### src/sv/assert_macros.svh
// assertion helpers
`ifndef ASSERT_MACROS_SVH
`define ASSERT_MACROS_SVH
`ifndef SYNTH
`define SWTX_ASSERT(lbl, clk, rstn, prop, msg) \
    lbl: assert property (@(posedge clk) disable iff (!rstn) prop) else $error(msg);
`define SWTX_ASSERT_IMP(lbl, clk, rstn, ante, cons, msg) \
    lbl: assert property (@(posedge clk) disable iff (!rstn) (ante) |-> (cons)) else $error(msg);
`define SWTX_ASSERT_NXT(lbl, clk, rstn, ante, cons, msg) \
    lbl: assert property (@(posedge clk) disable iff (!rstn) (ante) |=> (cons)) else $error(msg);
`else
`define SWTX_ASSERT(lbl, clk, rstn, prop, msg)
`define SWTX_ASSERT_IMP(lbl, clk, rstn, ante, cons, msg)
`define SWTX_ASSERT_NXT(lbl, clk, rstn, ante, cons, msg)
`endif
`endif

### src/sv/swtx_pkg.sv
package swtx_pkg;

    localparam int WINDOW_MAX   = 64;
    localparam int ADDR_W       = $clog2(WINDOW_MAX);
    localparam int CNT_W        = $clog2(WINDOW_MAX + 1);
    localparam int SAMPLE_WIDTH = 32;
    localparam int SUM_W        = 39;
    localparam int LEN_W        = 7;
    localparam int ENTRY_W      = CNT_W + SAMPLE_WIDTH;
    localparam int TDATA_IN_W   = 32;
    localparam int TDATA_OUT_W  = 40;

    localparam logic REG_WINDOW_LEN = 1'b0;
    localparam logic REG_TOP_COUNT  = 1'b1;

    typedef struct packed {
        logic accept;
        logic key_sample;
        logic ev_lat;
        logic sweep_clr;
        logic sweep;
        logic ev_wr;
        logic in_wr;
        logic sum_rd;
        logic sum_lat;
        logic sum_mul;
        logic sum_acc;
        logic sum_next;
        logic emit;
    } cmd_t;

    typedef struct packed {
        logic evict_needed;
        logic sweep_last;
        logic will_fill;
        logic entry_empty;
        logic sum_last;
        logic out_busy;
        logic fill_over;
    } sts_t;

endpackage

### src/sv/swtx_ctrl.sv
module swtx_ctrl (
    input  logic           aclk,
    input  logic           aresetn,
    input  logic           s_tvalid,
    output logic           s_tready,
    input  swtx_pkg::sts_t sts,
    output swtx_pkg::cmd_t cmd
);

    typedef enum logic [13:0] {
        ST_IDLE    = 14'b00000000000001,
        ST_EV_CHK  = 14'b00000000000010,
        ST_EV_RD   = 14'b00000000000100,
        ST_EV_LAT  = 14'b00000000001000,
        ST_EV_SWP  = 14'b00000000010000,
        ST_EV_WR   = 14'b00000000100000,
        ST_IN_SWP  = 14'b00000001000000,
        ST_IN_WR   = 14'b00000010000000,
        ST_SUM_RD  = 14'b00000100000000,
        ST_SUM_LAT = 14'b00001000000000,
        ST_SUM_SWP = 14'b00010000000000,
        ST_SUM_MUL = 14'b00100000000000,
        ST_SUM_ACC = 14'b01000000000000,
        ST_DONE    = 14'b10000000000000
    } state_t;

    state_t state_reg, state_next;

    always_ff @(posedge aclk) begin
        if (!aresetn) begin
            state_reg <= ST_IDLE;
        end else begin
            state_reg <= state_next;
        end
    end

    always_comb begin
        state_next = state_reg;
        cmd        = '0;
        s_tready   = 1'b0;
        case (state_reg)
            ST_IDLE: begin
                s_tready = 1'b1;
                if (s_tvalid) begin
                    cmd.accept = 1'b1;
                    state_next = ST_EV_CHK;
                end
            end
            ST_EV_CHK: begin
                cmd.sweep_clr = 1'b1;
                if (sts.evict_needed) begin
                    state_next = ST_EV_RD;
                end else begin
                    cmd.key_sample = 1'b1;
                    state_next     = ST_IN_SWP;
                end
            end
            ST_EV_RD: begin
                state_next = ST_EV_LAT;
            end
            ST_EV_LAT: begin
                cmd.ev_lat    = 1'b1;
                cmd.sweep_clr = 1'b1;
                state_next    = ST_EV_SWP;
            end
            ST_EV_SWP: begin
                cmd.sweep = 1'b1;
                if (sts.sweep_last) begin
                    state_next = ST_EV_WR;
                end
            end
            ST_EV_WR: begin
                cmd.ev_wr  = 1'b1;
                state_next = ST_EV_CHK;
            end
            ST_IN_SWP: begin
                cmd.sweep = 1'b1;
                if (sts.sweep_last) begin
                    state_next = ST_IN_WR;
                end
            end
            ST_IN_WR: begin
                cmd.in_wr  = 1'b1;
                state_next = sts.will_fill ? ST_SUM_RD : ST_IDLE;
            end
            ST_SUM_RD: begin
                cmd.sum_rd = 1'b1;
                state_next = ST_SUM_LAT;
            end
            ST_SUM_LAT: begin
                cmd.sum_lat   = 1'b1;
                cmd.sweep_clr = 1'b1;
                if (sts.entry_empty) begin
                    cmd.sum_next = 1'b1;
                    state_next   = sts.sum_last ? ST_DONE : ST_SUM_RD;
                end else begin
                    state_next = ST_SUM_SWP;
                end
            end
            ST_SUM_SWP: begin
                cmd.sweep = 1'b1;
                if (sts.sweep_last) begin
                    state_next = ST_SUM_MUL;
                end
            end
            ST_SUM_MUL: begin
                cmd.sum_mul = 1'b1;
                state_next  = ST_SUM_ACC;
            end
            ST_SUM_ACC: begin
                cmd.sum_acc  = 1'b1;
                cmd.sum_next = 1'b1;
                state_next   = sts.sum_last ? ST_DONE : ST_SUM_RD;
            end
            ST_DONE: begin
                if (!sts.out_busy) begin
                    cmd.emit   = 1'b1;
                    state_next = ST_IDLE;
                end
            end
            default: begin
                state_next = ST_IDLE;
            end
        endcase
    end

endmodule

### config.mk
export PLATFORM = sky130hd
export DESIGN_NAME = swtx_ctrl
export DESIGN_NICKNAME = d
export VERILOG_FILES = /design/src/sv/assert_macros.svh /design/src/sv/swtx_pkg.sv /design/src/sv/swtx_ctrl.sv
export SDC_FILE = /design/constraint.sdc
export NUM_CORES = 1
export LEC_CHECK = 0
export BUFFER_PORTS_ARGS = -buffer_cell sky130_fd_sc_hd__buf_4
export CAP_MARGIN = 20
export CELL_PAD_IN_SITES_DETAIL_PLACEMENT = 0
export CELL_PAD_IN_SITES_GLOBAL_PLACEMENT = 2
export CORE_AREA = 2 2 63 65
export DETAILED_ROUTE_END_ITERATION = 8
export DIE_AREA = 0 0 65 67
export PLACE_DENSITY_LB_ADDON = 0.1
export SLEW_MARGIN = 20
export SYNTH_ARGS = -nofsm -noshare
export SYNTH_HDL_FRONTEND = slang
export SYNTH_SLANG_ARGS = --single-unit
### constraint.sdc
create_clock -name aclk -period 1.8 [get_ports aclk]
set_clock_uncertainty 0.2 [all_clocks]
set_input_delay 0.27 -clock aclk [delete_from_list [all_inputs] [get_ports aclk]]
set_output_delay 0.27 -clock aclk [all_outputs]
set_load 0.03 [all_outputs]
==> summary.md <==
| Metric | Value |
|---|---|
| Global Route Usage Sum | between 10% and 20% |
| Chip height | ~67 um |
| Sequential fraction of the synthesis area | ~29% |
| Core Rows | 22 |
| Post-Synth XOR/XNOR Area | 4.51% |
| Vias in the first global route | 1,151 |
| Slew @ Worst Pin | 0.343 ns |
| Top Ports | 24 |
| FMAX | 0.452 GHz |
| Outcome | finished with violations |
| First-pass GRT wire length | 5530 um |
| Path type of the worst min-delay path | input pin to register |
| Vias per inst | 4.69 |
| R2R setup slack | -0.22 ns |
| EDFF count, synth | 0 |
| H-tree levels | 1 |
| CP Capture Type | output port |
| Hold Path End | state_reg[6] |
| Reg-to-Reg Start | state_reg[13] |
| Largest net degree at the start of global routing | 14 |
| Sw Ratio | ~35% |
| Main flop type after synthesis | dfxtp_1 |
| Initial Util | ~27% |
| Failing checks | negative setup slack |
| Yosys reg bits | 14 |
| Pwr per Cell Area | 678 nW/um2 |
| Area contributors post-synth | dfxtp_1 29%, nor4_4 8.8%, nand2_1 5.8%, nor3_1 4.1%, nor2_1 3.9% |
| Total CTS buffers | 3 |
| Worst r2r dst | state_reg[0] |
| Synth Area in Simple Gates | 51.4% |
| WL final | 3360 um |
| Synth Instances | 118 |
| CTS clk-pin slew, worst paths | 0.07 ns |
| Period utilization | 123% |
| Critical path peak fanout | 4 |
| CTS tree | done |
| Die width | 65 um |
| Initial antenna violation count | 0 |
| Clock buffer depth | 2 |
| DRT iter0 DRCs | 27 |
| Hold Path Depth | 2 |
| Worst-skew pair later-pin latency | 0.26 ns |
| Mux cell area share after synthesis | 1.03% |
| N_diodes | 0 |
| Root buffer cell | clkbuf_8 |
| Post-synth top cells | 15 x nand2_1, 14 x dfxtp_1, 10 x nor2_1 |
| Final core occ | approximately 56% |
| Area Growth Syn to Fin | 108% |
| Logic pwr share | 51.7% |
| Worst EP required | approximately 1.3 ns |
| Complex-gate fraction of the synthesized area | 8.89% |
| Final setup fails | 25 |
| Hold path startpoint | sts[6] |
| Hold-fix buffers, CTS | 0 |
| CP Launch Type | register |
| Synthesized area | 971 um2 |
| Max rail drop VDD | 0.290 mV |
| MaxCap Viol Count | 0 |
| Max-slew violations | 0 |
| Period minus WS final | 2.21 ns |
| Layout cell share with drive strength beyond 1 | between 70% and 80% |
| Clock power share | 23.9% |
| Layout filler cell count | 342 |
| Async S/R FF share, synth | 0% |
| Slack of the critical path | -0.412 ns |
| Share of power burned in registers | 24.4% |
| NetSw | ~480 uW |
| Die Area | about 4400 um2 |
| Adder-cell share of the synthesized area | 0% |
| Total grt overflow | 0 |
| Leakage | 0.000822 uW |
| Kind of critical path | register to output port |
| Synth area leader | dfxtp_1 |
| DR vias | 1,125 |
| Antenna-violating nets left | 0 |
| GP Congestion | between 0.8 and 0.9 |
| Synth Warn # | 0 |
| WL/cell | ~14 um |
| Main combinational cell family by area after synthesis | simple AND/OR/NAND/NOR gates |
| Post-Syn Nets | 128 |
| Syn avg cell area | 8.23 um2 |
| # nets final | 203 |
| Synth cell types | 38 |
| Fin. Hold Viols | 0 |
| Slew HR | 77.0% |
| Max FFs per register | 14 |
| Core ar. | about 3600 um2 |
| Num Clock Sinks | 14 |
| WP data arrival | 1.74 ns |
| Count leader, synth | nand2_1 |
| Detailed placer's ending HPWL | 2580 um |
| Post-synth top area share | approximately 29% |
| Remaining DRCs | 0 |
| Total power | 1370 uW |
| R2R cell count | 8 |
| RSZ-0062 raised after global routing | yes |
| P_int | 884 uW |
| Iteration count of the initial detailed-routing pass | 4 |
| IO buf count | 22 |
## layout by cell type (no fill, tap or decap), types with 4 or more instances in the layout
cell type and n:
buf_4 54, buf_6 22, nor4_4 10, nand2_1 7, nand2_2 6, inv_1 6
dfxtp_2 6, nor2_2 4, nor2_1 4, nor2b_1 4, xor2_1 4, clkbuf_8 4
dfxtp_1 4, dfxtp_4 4
## cell families (layout without fill, tap and decap cells)
logic type	count (synthesis)	in the layout
XOR/XNOR	5	5
buffers and inverters	12	86
multiplexers	1	1
AND/OR/NAND/NOR	73	73
AO/OA/AOI/OAI	13	13
flip-flops	14	14
## critical path, cell delays in order, from the launching register on
cell and delay, ns:
dfxtp_4 0.36, nor4_4 0.39, nand3_4 0.12, buf_6 0.15
nor4b_4 0.29, buf_6 0.17
## metal layers
metal  vias up  routed length [um]  GRT usage, %
met1       541                1580          21.6
met3         5                  81          3.72
met5         -                   0             0
li1        566                   -             -
met2        13                1640          28.9
met4         0                  48          6.65
## how the worst max path moves through the flow
stage	start	slack, ns	endpoint	depth (start not counted)
3_3_place_gp	state_reg[13]	-0.27	state_reg[0]	6
5_1_grt	state_reg[5]	-0.48	cmd[4]	5
2_1_floorplan	state_reg[3]	-0.29	state_reg[8]	6
3_5_place_dp	state_reg[3]	-0.28	state_reg[11]	7
6_report	state_reg[5]	-0.41	cmd[4]	5
4_1_cts	state_reg[5]	-0.43	cmd[5]	5
## power groups by stage
stage,sequential [uW],clock (uW),combinational (uW)
after floorplan,352,0,263
after CTS,335,332,622
after global placement,346,0,495
after detailed placement,345,0,500
after global routing,334,349,753
final,333,327,707
## layout make-up
class                           count  area (um2)  share of cell area [%]
Clock buffer                        4        55.1                    2.73
Inverter                            6        22.5                    1.12
Multi-Input combinational cell     92         923                    45.8
Sequential cell                    14         303                    15.0
Tap cell                           48        60.1                    2.98
Timing Repair Buffer               76         653                    32.4
## timing repair
| action | CTS | global route |
|---|---|---|
| hold endpoints to repair | 0 | 0 |
| endpoints found under the setup margin | 26 | 26 |
| gates resized for setup | 42 | 28 |
| pin swaps | 10 | 14 |
| setup buffers | 15 | 4 |
## per-stage QoR
stage	TNS [ns]	std cells	hold slack (ns)	worst slack, ns	cell area, um2
detailed placement	-4.55	222	0.292	-0.276	1600
global placement	-3.59	222	0.284	-0.266	1600
finish	-6.14	240	0.0126	-0.412	2020
floorplan	-4.16	118	0.164	-0.288	1120
CTS	-6.01	238	0.0104	-0.426	1880
global route	-8.27	240	0.0197	-0.484	2020
Power figures use the tool's default switching activity.
